===== config.mk =====
export PLATFORM = sky130hd
export DESIGN_NAME = ppvu_ctrl
export DESIGN_NICKNAME = d
export VERILOG_FILES = /design/src/rtl/pairwise_pull_velocity_update_defines.svh /design/src/rtl/ppvu_pkg.sv /design/src/rtl/ppvu_ctrl.sv
export SDC_FILE = /design/constraint.sdc
export NUM_CORES = 1
export LEC_CHECK = 0
export BUFFER_PORTS_ARGS = -buffer_cell sky130_fd_sc_hd__buf_2
export CORE_AREA = 8 8 79 67
export CTS_BUF_LIST = sky130_fd_sc_hd__clkbuf_8 sky130_fd_sc_hd__clkbuf_16
export DETAILED_ROUTE_END_ITERATION = 10
export DIE_AREA = 0 0 87 75
export HOLD_SLACK_MARGIN = 0.15
export SLEW_MARGIN = 25
export SYNTH_ARGS = -nofsm -noshare
export SYNTH_HDL_FRONTEND = slang
export SYNTH_SLANG_ARGS = --single-unit

===== constraint.sdc =====
create_clock -name clk -period 2.7 [get_ports clk]
set_input_delay 0.135 -clock clk [delete_from_list [all_inputs] [get_ports clk]]
set_output_delay 0.135 -clock clk [all_outputs]
set_load 0.1 [all_outputs]

===== src/rtl/pairwise_pull_velocity_update_defines.svh =====
// Assertion macros for the pairwise pull velocity update block
`ifndef PAIRWISE_PULL_VELOCITY_UPDATE_DEFINES_SVH
`define PAIRWISE_PULL_VELOCITY_UPDATE_DEFINES_SVH

// Same-cycle implication, sampled on clk, off during rst
`define PPVU_ASSERT_NOW(lbl, ante, cons, msg) \
  lbl: assert property (@(posedge clk) disable iff (rst) (ante) |-> (cons)) else $error(msg);

// Next-cycle implication, sampled on clk, off during rst
`define PPVU_ASSERT_NEXT(lbl, ante, cons, msg) \
  lbl: assert property (@(posedge clk) disable iff (rst) (ante) |=> (cons)) else $error(msg);

`endif


===== src/rtl/ppvu_pkg.sv =====
// Shared types and constants of the pairwise pull velocity update block
package ppvu_pkg;

  localparam int IDX_W     = 6;
  localparam int CFG_IDX_W = 4;
  localparam int ACC_W     = 54;
  localparam int P_W       = 110;

  localparam logic [CFG_IDX_W-1:0] REG_PULL_SCALE  = CFG_IDX_W'(0);
  localparam logic [CFG_IDX_W-1:0] REG_RATE_FACTOR = CFG_IDX_W'(1);

  localparam logic [31:0] PULL_SCALE_RST  = 32'd4295;
  localparam logic [7:0]  RATE_FACTOR_RST = 8'd60;

  typedef enum logic [1:0] {
    DIV_UX  = 2'd0,
    DIV_UY  = 2'd1,
    DIV_DVX = 2'd2,
    DIV_DVY = 2'd3
  } div_sel_t;

  typedef struct packed {
    logic [31:0] x;
    logic [31:0] y;
    logic [31:0] m;
    logic [31:0] vx;
    logic [31:0] vy;
  } body_t;

  typedef struct packed {
    logic     accept;
    logic     rd_own;
    logic     lat_own;
    logic     rd_pair;
    logic     lat_pair;
    logic     sq;
    logic     set_coin;
    logic     sqrt_go;
    logic     div_go;
    div_sel_t div_sel;
    logic     save_div;
    logic     term;
    logic     acc;
    logic     inc_j;
    logic     inc_i;
    logic     mul;
    logic     axis_y;
    logic     emit;
    logic     frame_end;
  } cmd_t;

  typedef struct packed {
    logic sqrt_done;
    logic div_done;
    logic coin;
    logic j_eq_i;
    logic j_last;
    logic i_last;
    logic mul_last;
  } status_t;

endpackage


===== src/rtl/ppvu_ctrl.sv =====
// Sequencer: frame load, pair loop per body, velocity scaling, result emit
module ppvu_ctrl import ppvu_pkg::*; (
  input  logic    clk,
  input  logic    rst,
  input  logic    start,
  input  logic    last_body,
  input  status_t st,
  output cmd_t    cmd,
  output logic    busy
);

  typedef enum logic [21:0] {
    S_LOAD      = 22'd1 << 0,
    S_OWN_RD    = 22'd1 << 1,
    S_OWN_LAT   = 22'd1 << 2,
    S_PAIR_RD   = 22'd1 << 3,
    S_PAIR_LAT  = 22'd1 << 4,
    S_SQ        = 22'd1 << 5,
    S_SQRT_GO   = 22'd1 << 6,
    S_SQRT_WAIT = 22'd1 << 7,
    S_DIVX_GO   = 22'd1 << 8,
    S_DIVX_WAIT = 22'd1 << 9,
    S_DIVY_GO   = 22'd1 << 10,
    S_DIVY_WAIT = 22'd1 << 11,
    S_TERM      = 22'd1 << 12,
    S_ACC       = 22'd1 << 13,
    S_NEXT_J    = 22'd1 << 14,
    S_MULX      = 22'd1 << 15,
    S_DVX_GO    = 22'd1 << 16,
    S_DVX_WAIT  = 22'd1 << 17,
    S_MULY      = 22'd1 << 18,
    S_DVY_GO    = 22'd1 << 19,
    S_DVY_WAIT  = 22'd1 << 20,
    S_EMIT      = 22'd1 << 21
  } state_t;

  state_t state, state_next;

  always_ff @(posedge clk) begin
    if (rst) begin
      state <= S_LOAD;
    end else begin
      state <= state_next;
    end
  end

  assign busy = (state != S_LOAD);

  // next state and datapath commands
  always_comb begin
    state_next = state;
    cmd        = '0;
    case (state)
      S_LOAD: begin
        if (start) begin
          cmd.accept = 1'b1;
          if (last_body) state_next = S_OWN_RD;
        end
      end
      S_OWN_RD: begin
        cmd.rd_own = 1'b1;
        state_next = S_OWN_LAT;
      end
      S_OWN_LAT: begin
        cmd.lat_own = 1'b1;
        state_next  = S_PAIR_RD;
      end
      S_PAIR_RD: begin
        // a body exerts no pull on itself
        if (st.j_eq_i) begin
          if (st.j_last) state_next = S_MULX;
          else cmd.inc_j = 1'b1;
        end else begin
          cmd.rd_pair = 1'b1;
          state_next  = S_PAIR_LAT;
        end
      end
      S_PAIR_LAT: begin
        cmd.lat_pair = 1'b1;
        state_next   = S_SQ;
      end
      S_SQ: begin
        cmd.sq = 1'b1;
        if (st.coin) begin
          cmd.set_coin = 1'b1;
          state_next   = S_NEXT_J;
        end else begin
          state_next = S_SQRT_GO;
        end
      end
      S_SQRT_GO: begin
        cmd.sqrt_go = 1'b1;
        state_next  = S_SQRT_WAIT;
      end
      S_SQRT_WAIT: begin
        if (st.sqrt_done) state_next = S_DIVX_GO;
      end
      S_DIVX_GO: begin
        cmd.div_go  = 1'b1;
        cmd.div_sel = DIV_UX;
        state_next  = S_DIVX_WAIT;
      end
      S_DIVX_WAIT: begin
        cmd.div_sel = DIV_UX;
        if (st.div_done) begin
          cmd.save_div = 1'b1;
          state_next   = S_DIVY_GO;
        end
      end
      S_DIVY_GO: begin
        cmd.div_go  = 1'b1;
        cmd.div_sel = DIV_UY;
        state_next  = S_DIVY_WAIT;
      end
      S_DIVY_WAIT: begin
        cmd.div_sel = DIV_UY;
        if (st.div_done) begin
          cmd.save_div = 1'b1;
          state_next   = S_TERM;
        end
      end
      S_TERM: begin
        cmd.term   = 1'b1;
        state_next = S_ACC;
      end
      S_ACC: begin
        cmd.acc    = 1'b1;
        state_next = S_NEXT_J;
      end
      S_NEXT_J: begin
        if (st.j_last) begin
          state_next = S_MULX;
        end else begin
          cmd.inc_j  = 1'b1;
          state_next = S_PAIR_RD;
        end
      end
      S_MULX: begin
        cmd.mul = 1'b1;
        if (st.mul_last) state_next = S_DVX_GO;
      end
      S_DVX_GO: begin
        cmd.div_go  = 1'b1;
        cmd.div_sel = DIV_DVX;
        state_next  = S_DVX_WAIT;
      end
      S_DVX_WAIT: begin
        cmd.div_sel = DIV_DVX;
        if (st.div_done) begin
          cmd.save_div = 1'b1;
          state_next   = S_MULY;
        end
      end
      S_MULY: begin
        cmd.mul    = 1'b1;
        cmd.axis_y = 1'b1;
        if (st.mul_last) state_next = S_DVY_GO;
      end
      S_DVY_GO: begin
        cmd.div_go  = 1'b1;
        cmd.div_sel = DIV_DVY;
        state_next  = S_DVY_WAIT;
      end
      S_DVY_WAIT: begin
        cmd.div_sel = DIV_DVY;
        if (st.div_done) begin
          cmd.save_div = 1'b1;
          state_next   = S_EMIT;
        end
      end
      S_EMIT: begin
        cmd.emit = 1'b1;
        if (st.i_last) begin
          cmd.frame_end = 1'b1;
          state_next    = S_LOAD;
        end else begin
          cmd.inc_i  = 1'b1;
          state_next = S_OWN_RD;
        end
      end
      default: begin
        state_next = S_LOAD;
      end
    endcase
  end

endmodule


## After elaboration in Yosys (flattened, before gate mapping)

Index checks and enable logic that the tools add are counted.

| cells by class | value |
|---|---|
| equal/unequal tests | 33 |
| mux-type cells | 40 |
| reduce and logical (&&, ||, !) cells | 7 |

Operators with widths:

| operator | number |
|---|---|
| case mux 22 bit (22 select lines) | 1 |
| 2-to-1 mux 22 bit | 11 |
| equality test 22 x 1 -> 1 bit, second input constant | 1 |
| equality test 22 x 10 -> 1 bit, second input constant | 1 |
| equality test 22 x 11 -> 1 bit, second input constant | 1 |
| equality test 22 x 12 -> 1 bit, second input constant | 1 |
| equality test 22 x 13 -> 1 bit, second input constant | 1 |
| equality test 22 x 14 -> 1 bit, second input constant | 1 |
| equality test 22 x 15 -> 1 bit, second input constant | 1 |
| equality test 22 x 16 -> 1 bit, second input constant | 1 |
| equality test 22 x 17 -> 1 bit, second input constant | 1 |
| equality test 22 x 18 -> 1 bit, second input constant | 1 |
| equality test 22 x 19 -> 1 bit, second input constant | 1 |
| equality test 22 x 2 -> 1 bit, second input constant | 1 |
| equality test 22 x 20 -> 1 bit, second input constant | 1 |
| equality test 22 x 21 -> 1 bit, second input constant | 1 |
| equality test 22 bit, second input constant | 1 |
| equality test 22 x 3 -> 1 bit, second input constant | 1 |
| equality test 22 x 4 -> 1 bit, second input constant | 1 |
| equality test 22 x 5 -> 1 bit, second input constant | 1 |
| equality test 22 x 6 -> 1 bit, second input constant | 1 |
| equality test 22 x 7 -> 1 bit, second input constant | 1 |
| equality test 22 x 8 -> 1 bit, second input constant | 1 |
| equality test 22 x 9 -> 1 bit, second input constant | 1 |
| other kinds (12) | 46 |

| word-level totals | value |
|---|---|
| flip-flop bits (word level) | 22 |
| input port bits | 11 |
| output and inout bits | 21 |
| word-level logic and storage cells | 81 |

## Longest topological paths before layout

Gate-level depths: netlist of the first run.

| depth | value |
|---|---|
| depth after elaboration | 3 |
| depth in mapped cells | 9 |
| gate-level depth less buffers | 6 |

## Least setup slack after synthesis of the first run

Ideal clock, no wire load.

| timing | value |
|---|---|
| path type | register to register |
| start point | register state[17] |
| end point | register state[5] |
| setup time | 0.073 ns |
| arrival | 4.023 ns |
| data required time | 2.627 ns |
| setup slack | -1.396 ns |
| cell stages (with the launch flop) | 8 |
| buffers on the path | 2 |
| period minus slack after synthesis | 4.096 ns |
| cell sequence | dfxtp_1 buf_2 or4_1 nor3_2 buf_4 nand3_1 nor3b_1 and2_1 |

| on the way | value |
|---|---|
| longest elaborated chain between the ends | 3 |
| elaborated cells on any way between the ends | 34 |
| those cells by class | eq/ne: 32; mux: 1; reduce/logical: 1 |

Ends and longest elaborated chain:

| what | RTL line | RTL |
|---|---|---|
| start: declaration | ppvu_ctrl.sv:37 | `state_t state, state_next;` |
| start signal: assignment | ppvu_ctrl.sv:43 | `state <= state_next;` |
| equality test 22 x 4 -> 1 bit (tied with other cells) | ppvu_ctrl.sv:53 | `case (state)` |
| != test 3 bit (no source line) or != test 2 bit (tied branches) | - |  |
| AND reduction 10 bit (no source line) | - |  |

Several ways; a longest one is shown, not always the timed one.
A chain may end at the register's enable or synchronous reset.

==> flow_summary.toml, run 1 <==
[outcome]
status = "finished clean"

[synth]
syn-cell-area_um2 = 1530
async_flop_share = 0
synth.avg_cell_area_um2 = 7.86
synth_edf_count = 0
synth_flop_cell = "dfxtp_1"
synthCells = 194
syn-num-nets = 205
ys_seq_area_frac = 0.289
ys_seq_elements = 22
ys_types = 47
yosysWarnings = 0

[setup_path]
required_ns = 2.57
end_kind = "output pin"
worstSetupPathType = "reg2out"
start_kind = "register"
cp_max_fo = 7
critPathArrivalTime_ns = 2.47

[sta]
setup_tns_ns = 0
min_period_ns = 2.61
max_freq_ghz = 0.383
setup_viol = 0
finalCritPeriodShare = 0.967
finalClockSkew_ns = 0.00283
worst_slew_pin_slew_ns = 0.496
holdWs_ns = 0.156
rsz0062_at_grt = "false"
slew_headroom = 0.667
slew_violations = 0
hold_viol_final = 0
fin_ws_ns = 0.0902

[route]
via_count = 1544
via_per_inst = 5.49
drtAntennaViolNets = 0
met2_length_um = 1860
drc = 0
top_layer = "met4"
m1WireLength_um = 2210
drtIter0Drc = 95
routed_wl_um = 4420
wl_met3_um = 312
wire_per_inst_um = 15.7
drtPass1Iterations = 4

[cells_and_area]
largest_register_ffs = 22
fin_cells = 281
final_layout_size_suffix_gt1_frac = 0.317
final_cell_mix = "22 x buf_2, 22 x dfxtp_1, 18 x nor2_1"
top_regs = "state (22)"
fin_nets = 237
areaGrowthSynthToFinish_pct = 29.1
largest_register = "state"
diodes = 0

[hold_path]
hold_path.class = "in2reg"

[power_and_ir_drop]
max-vdd-ir-drop_mv = 0.627
pwr_density_cell_nw_per_um2 = 418
design_power_total_uw = 824
cellLeakagePower_uw = 0.000794

[floorplanning]
die_area_um2 = 6530
die_w_um = 87
pin_count = 32
dieHeight_um = 75
rows = 21
core_um2 = 4020
initial_core_util = 0.379

[cts]
path_clk_slew_ns = 0.08
cts_tree = "built"
clockBufferDepth = 2
cts.sinks = 22
cts_root_buf = "clkbuf_8"
cts_max_level = 1
cts_made_buffers = 3
clock_latency_ns = 0.27
postCtsSetupBuffers = 0

[placed_design]
place.gp.congestion = 0.876
dp_cells = 277
dpl.hpwl_um = 3470
place_ws_ns = 0.366
io_buffers = 31

[global_route]
grt_pass1_wl_um = 7210
grt_pass1_vias = 1449
gr-total-overflow = 0
grt_usage = 0.141
antenna_found_initial = 0
grt_max_degree = 12

[flow_run]
drv_cap = 0
critical path, stage by stage, from the launching register on:
cell and delay, ns:
dfxtp_1 0.37, or4_4 0.60, nor3_1 0.30, nand3_1 0.13, or3b_2 0.48, nand3_1 0.15
buf_12 0.19
per-stage QoR:
| step | cell area, µm² | util |
|---|---|---|
| after CTS | 1950 | 0.485 |
| after global routing | 1970 | 0.490 |
| after global placement | 1900 | 0.472 |
| after detailed placement | 1900 | 0.472 |
| after floorplan | 1620 | - |
| final | 1970 | 0.490 |
path summary, 6_finish.rpt:
path / startpoint / end / slack [ns] / cells after the start
worst max-delay path: state[12] / cmd[11] / 0.09 / 6
worst min-delay path: st[6] / state[7] / 0.16 / 3
worst max register to register: state[17] / state[0] / 0.33 / 7
worst min register to register: state[15] / state[15] / 0.53 / 2
cells by family after synthesis:
group / Yosys count / synth area share
simple gates: 115 / 0.459
flops: 22 / 0.289
buf+inv: 18 / 0.0689
xor+xnor: 9 / 0.0517
compound gates: 30 / 0.131
power breakdown:
group	total [µW]	internal, µW	switching, µW
sequential	342	331	10.1
combinational	271	74.2	197
clock	211	99.9	111
cell usage after synthesis (4+ instances only):
library cell,n,share of area
nor2_1,25,0.062
dfxtp_1,22,0.29
nor3_1,12,0.039
nand3_1,10,0.033
a21oi_1,9,0.030
nor4_1,9,0.037
nand2b_1,7,0.029
nand4_1,7,0.029
and2_1,6,0.025
nand2_1,6,0.015
inv_1,5,0.012
o21ai_0,5,0.016
xnor2_1,5,0.029
buf_2,4,0.013
nand3b_1,4,0.020
o21ai_1,4,0.013
xor2_1,4,0.023
metal layers:
layer,track usage,up-vias
met2,0.204,53
met1,0.201,710
met3,0.0349,5
met4,0.0381,0
li1,-,776
met5,0,-
cell type report:
type | count | area (µm²)
Clock buffer | 3 | 41.3
Fill cell | 397 | 2050
Sequential cell | 22 | 440
Tap cell | 57 | 71.3
Multi-Input combinational cell | 154 | 1070
Timing Repair Buffer | 40 | 323
Inverter | 5 | 18.8
timing repair:
item / in CTS / in global routing
endpoints found under the setup margin: 0 / 5
hold endpoints to repair: 1 / 0
resized for setup: 0 / 6
hold buffers: 1 / 0
No activity file was read; power rests on OpenSTA's default activity.
==> inputs of run 2 (changes only) <==
--- a/config.mk
+++ b/config.mk
@@ -5,11 +5,12 @@
 export SDC_FILE = /design/constraint.sdc
 export NUM_CORES = 1
 export LEC_CHECK = 0
+export ABC_AREA = 1
 export BUFFER_PORTS_ARGS = -buffer_cell sky130_fd_sc_hd__buf_2
-export CORE_AREA = 8 8 79 67
+export CORE_AREA = 8 8 82 69
 export CTS_BUF_LIST = sky130_fd_sc_hd__clkbuf_8 sky130_fd_sc_hd__clkbuf_16
 export DETAILED_ROUTE_END_ITERATION = 10
-export DIE_AREA = 0 0 87 75
+export DIE_AREA = 0 0 90 77
 export HOLD_SLACK_MARGIN = 0.15
 export SLEW_MARGIN = 25
 export SYNTH_ARGS = -nofsm -noshare
==> run 2 against run 1 <==
Against the previous run:
- final cell count rose by 23%
- synthesized cell count rose by 31%
- first-iteration DRC count rose by 1.1%
- cell area fell by 1.6%
- sequential power rose by 16%
- worst hold slack improved by 0.057 ns
- power rose by 86%
- sequential share of layout area rose by 0.36 points
- via count rose by 4.5%
- register-to-register slack improved by 0.46 ns
- synthesized area rose by 9.4%
- critical path type unchanged
- highest routed layer unchanged
==> flow_summary.toml, run 2 <==
[power_and_ir_drop]
design_power_total_uw = 1530
clkPwrFrac = 0.156
power_frac_comb = 0.584
pwr-share-seq = 0.260
p_int_uw = 710
p_sw_uw = 821
max-vdd-ir-drop_mv = 0.413
pwr_density_cell_nw_per_um2 = 790
cellLeakagePower_uw = 0.000957
switching_share = 0.536

[floorplanning]
die_w_um = 90
pin_count = 32
initial_core_util = 0.379
dieHeight_um = 77
die_area_um2 = 6930
rows = 22
core_um2 = 4400

[placed_design]
placed_area_um2 = 1870
io_buffers = 31
dpl.hpwl_um = 3400
place.gp.congestion = 0.875

[hold_path]
hold_start = "st[1]"
hold_path.class = "in2reg"

[cells_and_area]
layout_commonest_cell = "nor2_1"
top_regs = "state (22)"
final_layout_size_suffix_gt1_frac = 0.318
fin_nets = 298
largest_register = "state"
diodes = 0
final_cell_mix = "48 x nor2_1, 47 x nand2_1, 36 x inv_1"
multi_input_area_um2 = 1040
seq_area_um2 = 440
n_fill_cell = 489
largest_register_ffs = 22
postLayoutCellArea_um2 = 1940
areaGrowthSynthToFinish_pct = 16.1

[sta]
min_period_ns = 2.21
finalClockSkew_ns = 0.00184
max_freq_ghz = 0.451
setup_tns_ns = 0
hold_viol_final = 0
finalCritPeriodShare = 0.820
slew_violations = 0
worst_slew_pin_slew_ns = 0.491
setup_viol = 0
slew_headroom = 0.675
rsz0062_at_grt = "false"

[route]
wire_per_inst_um = 12.2
routed_wl_um = 4230
drc = 0
drtPass1Iterations = 4
drtAntennaViolNets = 0
drtIter0Drc = 96
via_per_inst = 4.66
via_count = 1613

[synth]
yosysTopAreaCellShare = 0.264
yosys-top-cells-area = "dfxtp_1 26%, nor2_1 11%, nand2_1 11%, nor2_4 8.8%, inv_1 8.1%"
synthTopCellsByCount = "49 x nor2_1, 47 x nand2_1, 36 x inv_1"
yosysWarnings = 0
ys_seq_area_frac = 0.264
ys_types = 25
async_flop_share = 0
synth_edf_count = 0
yosysTopAreaCell = "dfxtp_1"
synthCells = 254
ys_seq_elements = 22
synthMostInstantiatedCell = "nor2_1"
syn-num-nets = 265
syn-cell-area_um2 = 1670
synth_flop_cell = "dfxtp_1"
synth.avg_cell_area_um2 = 6.57

[cts]
cts_tree = "built"
cts_root_buf = "clkbuf_8"
cts_made_buffers = 3
clockBufferDepth = 2
postCtsSetupBuffers = 0
clock_latency_ns = 0.27
cts.sinks = 22
cts_max_level = 1
path_clk_slew_ns = 0.08

[global_route]
grt_pass1_vias = 1501
gr-total-overflow = 0
grt_pass1_wl_um = 7240
antenna_found_initial = 0
grt_usage = 0.126
grt_max_degree = 29

[setup_path]
critPathArrivalTime_ns = 2.08
required_ns = 2.57
max_stage_delay_ns = 0.44
cp_max_fo = 11
worstSetupPathType = "reg2out"
cp_slowest_cell = "buf_2"
critPathLaunch = "state[17]"
end_kind = "output pin"
worstReg2RegStart = "state[17]"
start_kind = "register"
worstPathCellList = "nor2_2, nand3_2, nor2_4, nand2_1, nor2_1, buf_2"

[flow_run]
drv_cap = 0

[outcome]
status = "finished clean"
-- run 2: cell types whose count changed after synthesis, moves of 7 or more --
cell and delta:
nand2_1 +41, inv_1 +31, nor2_1 +24, nor2_4 +13
inv_2 +8, nor3_2 +8, nand2_2 +7, nand2b_1 -7
nand3_1 +7, nor4_1 -7
-- run 2: what timing repair did --
item | CTS | global route
endpoints found under the hold margin | 1 | 0
resized for setup | 0 | 0
hold buffers | 1 | 0
-- run 2: final timing paths --
| kind | to | slack (ns) | cells after the start |
|---|---|---|---|
| max | cmd[13] | 0.49 | 6 |
| min | state[0] | 0.21 | 5 |
| max reg2reg | state[17] | 0.79 | 10 |
| min reg2reg | state[7] | 0.57 | 4 |
-- run 2: cell families after synthesis --
family          count (synthesis)  share of synthesized area
simple gates                  172                      0.576
compound gates                 12                     0.0412
flops                          22                      0.264
buf+inv                        48                      0.119
-- run 2: power by group through the flow --
stage	combinational, µW	clock, µW	sequential [µW]
floorplan	803	0	399
global placement	891	0	404
detailed placement	899	0	405
CTS	901	249	397
global route	990	261	404
finish	893	240	398
-- run 2: through the flow --
stage          instances  setup WS (ns)  utilization  hold slack (ns)
3_5_place_dp         341          0.768        0.425            0.327
4_1_cts              346          0.466        0.440            0.206
2_1_floorplan        254        0.00595            -            0.205
3_3_place_gp         341          0.747        0.425            0.318
6_report             346          0.485        0.440            0.212
5_1_grt              346          0.292        0.440            0.234
-- run 2: final cells by class --
| class | instances | area share |
|---|---|---|
| multi-input combinational | 184 | 0.535 |
| inverter | 44 | 0.0852 |
| timing repair buffer | 32 | 0.0852 |
| clock buffer | 4 | 0.0284 |
| tap | 60 | 0.0387 |
| sequential | 22 | 0.227 |
-- run 2: layer usage --
layer | global-route usage | part of all wire
met5 | 0 | 0
met4 | 0.0199 | 0.0066
met3 | 0.0340 | 0.045
met2 | 0.195 | 0.44
met1 | 0.171 | 0.51
-- run 2: critical path, delay by kind of cell (launching register included) --
family        cells  cell delay (ns)
simple gates      5             1.02
buf+inv           1             0.44
flops             1             0.34
==> inputs of run 3 (changes only) <==
==> constraint.sdc (replaced) <==
create_clock -name clk -period 1.82 [get_ports clk]
set_input_delay 0.091 -clock clk [delete_from_list [all_inputs] [get_ports clk]]
set_output_delay 0.091 -clock clk [all_outputs]
set_load 0.1 [all_outputs]
==> run 3 against run 2 <==
Against the previous run:
- core utilization is 25 points higher
- clock skew is 0.0017 ns higher
- the flow now finishes with violations (negative setup slack)
- die area stayed put
- combinational power grew to 2.9 times the previous value
- sequential share of layout area is 7.2 points lower
- non-clock buffer count is 46 higher
- clock-buffer cell count is 1 lower
- largest cell class unchanged
- flip-flop and latch count stayed put
- highest routed layer unchanged
==> flow_summary.toml, run 3 (same netlist as run 2, synthesis figures left out) <==
[outcome]
status = "finished with violations"
violations = "negative setup slack"

[global_route]
grt_max_degree = 16
gr-total-overflow = 0
grt_usage = 0.143
antenna_found_initial = 0
grt_pass1_vias = 1746
grt_pass1_wl_um = 8270

[power_and_ir_drop]
pwr_density_cell_nw_per_um2 = 1210
cellLeakagePower_uw = 0.00135
max-vdd-ir-drop_mv = 0.527

[placed_design]
dpl.hpwl_um = 3800
placed_area_um2 = 2390
dp_cells = 354
place.gp.congestion = 0.890
io_buffers = 31
place_ws_ns = 0.00107

[cells_and_area]
largest_register = "state"
largest_register_ffs = 22
postLayoutCellArea_um2 = 3060
fin_nets = 344
final_layout_size_suffix_gt1_frac = 0.593
final_cell_mix = "34 x nand2_1, 33 x nor2_1, 30 x inv_1"
areaGrowthSynthToFinish_pct = 83.1
layout_commonest_cell = "nand2_1"
fin_cells = 392
diodes = 0
top_regs = "state (22)"

[cts]
cts.sinks = 22
cts_root_buf = "clkbuf_8"
cts_tree = "built"
clockBufferDepth = 2
clock_latency_ns = 0.28
path_clk_slew_ns = 0.09
cts_max_level = 1
cts_made_buffers = 3

[setup_path]
cp_slowest_cell = "dfxtp_2"
max_stage_delay_ns = 0.38
end_kind = "register"
cp_max_fo = 7
worstSetupPathType = "reg2reg"
worstPathCellList = "inv_2, nand2_2, nor2_4, nand2_4, nor2_4, buf_4, nand3_2, nand2_2, nor2_2, nand3_4, buf_12, clkbuf_16, nor3_4"
start_kind = "register"
critPathArrivalTime_ns = 2.12
required_ns = 2.02

[route]
via_per_inst = 5.04
drtAntennaViolNets = 0
drc = 0
drtPass1Iterations = 4
via_count = 1974
wire_per_inst_um = 15.6
routed_wl_um = 6110
drtIter0Drc = 193

[sta]
rsz0062_at_grt = "true"
hold_viol_final = 0
fin_ws_ns = -0.102
setup_viol = 30
holdWs_ns = 0.183
worst_slew_pin_slew_ns = 0.530
finalCritPeriodShare = 1.06
finalClockSkew_ns = 0.00349
slew_headroom = 0.647
max_freq_ghz = 0.520
min_period_ns = 1.92
slew_violations = 0

[floorplanning]
pin_count = 32
die_w_um = 90
rows = 22
core_um2 = 4400
die_area_um2 = 6930
dieHeight_um = 77
initial_core_util = 0.379

[flow_run]
drv_cap = 0

[hold_path]
hold_path.class = "in2reg"
==> run 3: cell count changes in the layout (fill, tap and decap cells not counted), sizes merged <==
cell,change
bufinv,+1
buf,+44
clkbuf,+1
==> run 3: layout make-up <==
| type | instances | area, µm² |
|---|---|---|
| clock buffers | 3 | 41.3 |
| clock inverters | 1 | 30.0 |
| fillers | 342 | 1350 |
| inverters | 44 | 173 |
| multi-input cells | 184 | 1320 |
| flip-flops and latches | 22 | 474 |
| well taps | 60 | 75.1 |
| repair buffers | 78 | 945 |
==> run 3: where the power goes <==
| part | switching (µW) | internal (µW) |
|---|---|---|
| clock | 179 | 295 |
| combinational | 1460 | 1170 |
| sequential | 59.9 | 541 |
==> run 3: worst max-delay path, delay by kind of cell (launching register included) <==
family	cells	cell delay (ns)
buffers and inverters	4	0.53
DFF	1	0.38
and+or+nand+nor	9	0.93
==> run 3: metrics by stage <==
stage | setup TNS [ns] | total power, µW | utilization
floorplan | -6.44 | 1870 | -
global placement | 0 | 2290 | 0.543
detailed placement | 0 | 2300 | 0.543
CTS | -0.127 | 2890 | 0.588
global route | -3.95 | 3880 | 0.694
finish | -1.06 | 3710 | 0.694
==> run 3: per-layer routing <==
layer	up-vias	part of all wire	track usage
met5	-	0	0
met4	0	0.019	0.0299
met3	12	0.059	0.0282
met2	86	0.49	0.243
met1	923	0.43	0.181
li1	953	-	-
==> run 3: worst paths after layout <==
| kind | start | end | slack [ns] | depth (start not counted) |
|---|---|---|---|---|
| min reg2reg | state[20] | state[20] | 0.56 | 4 |
| max | state[11] | state[8] | -0.10 | 13 |
| min | last_body | state[0] | 0.18 | 4 |
| max reg2reg | state[11] | state[8] | -0.10 | 13 |
==> run 3: timing repair <==
| item | CTS | global route |
|---|---|---|
| cloned | 0 | 2 |
| hold endpoints to repair | 1 | 0 |
| setup endpoints to repair | 23 | 39 |
| hold buffers | 1 | 0 |
| gates resized for setup | 19 | 69 |
| buffers inserted | 9 | 24 |
| pin swaps | 10 | 31 |
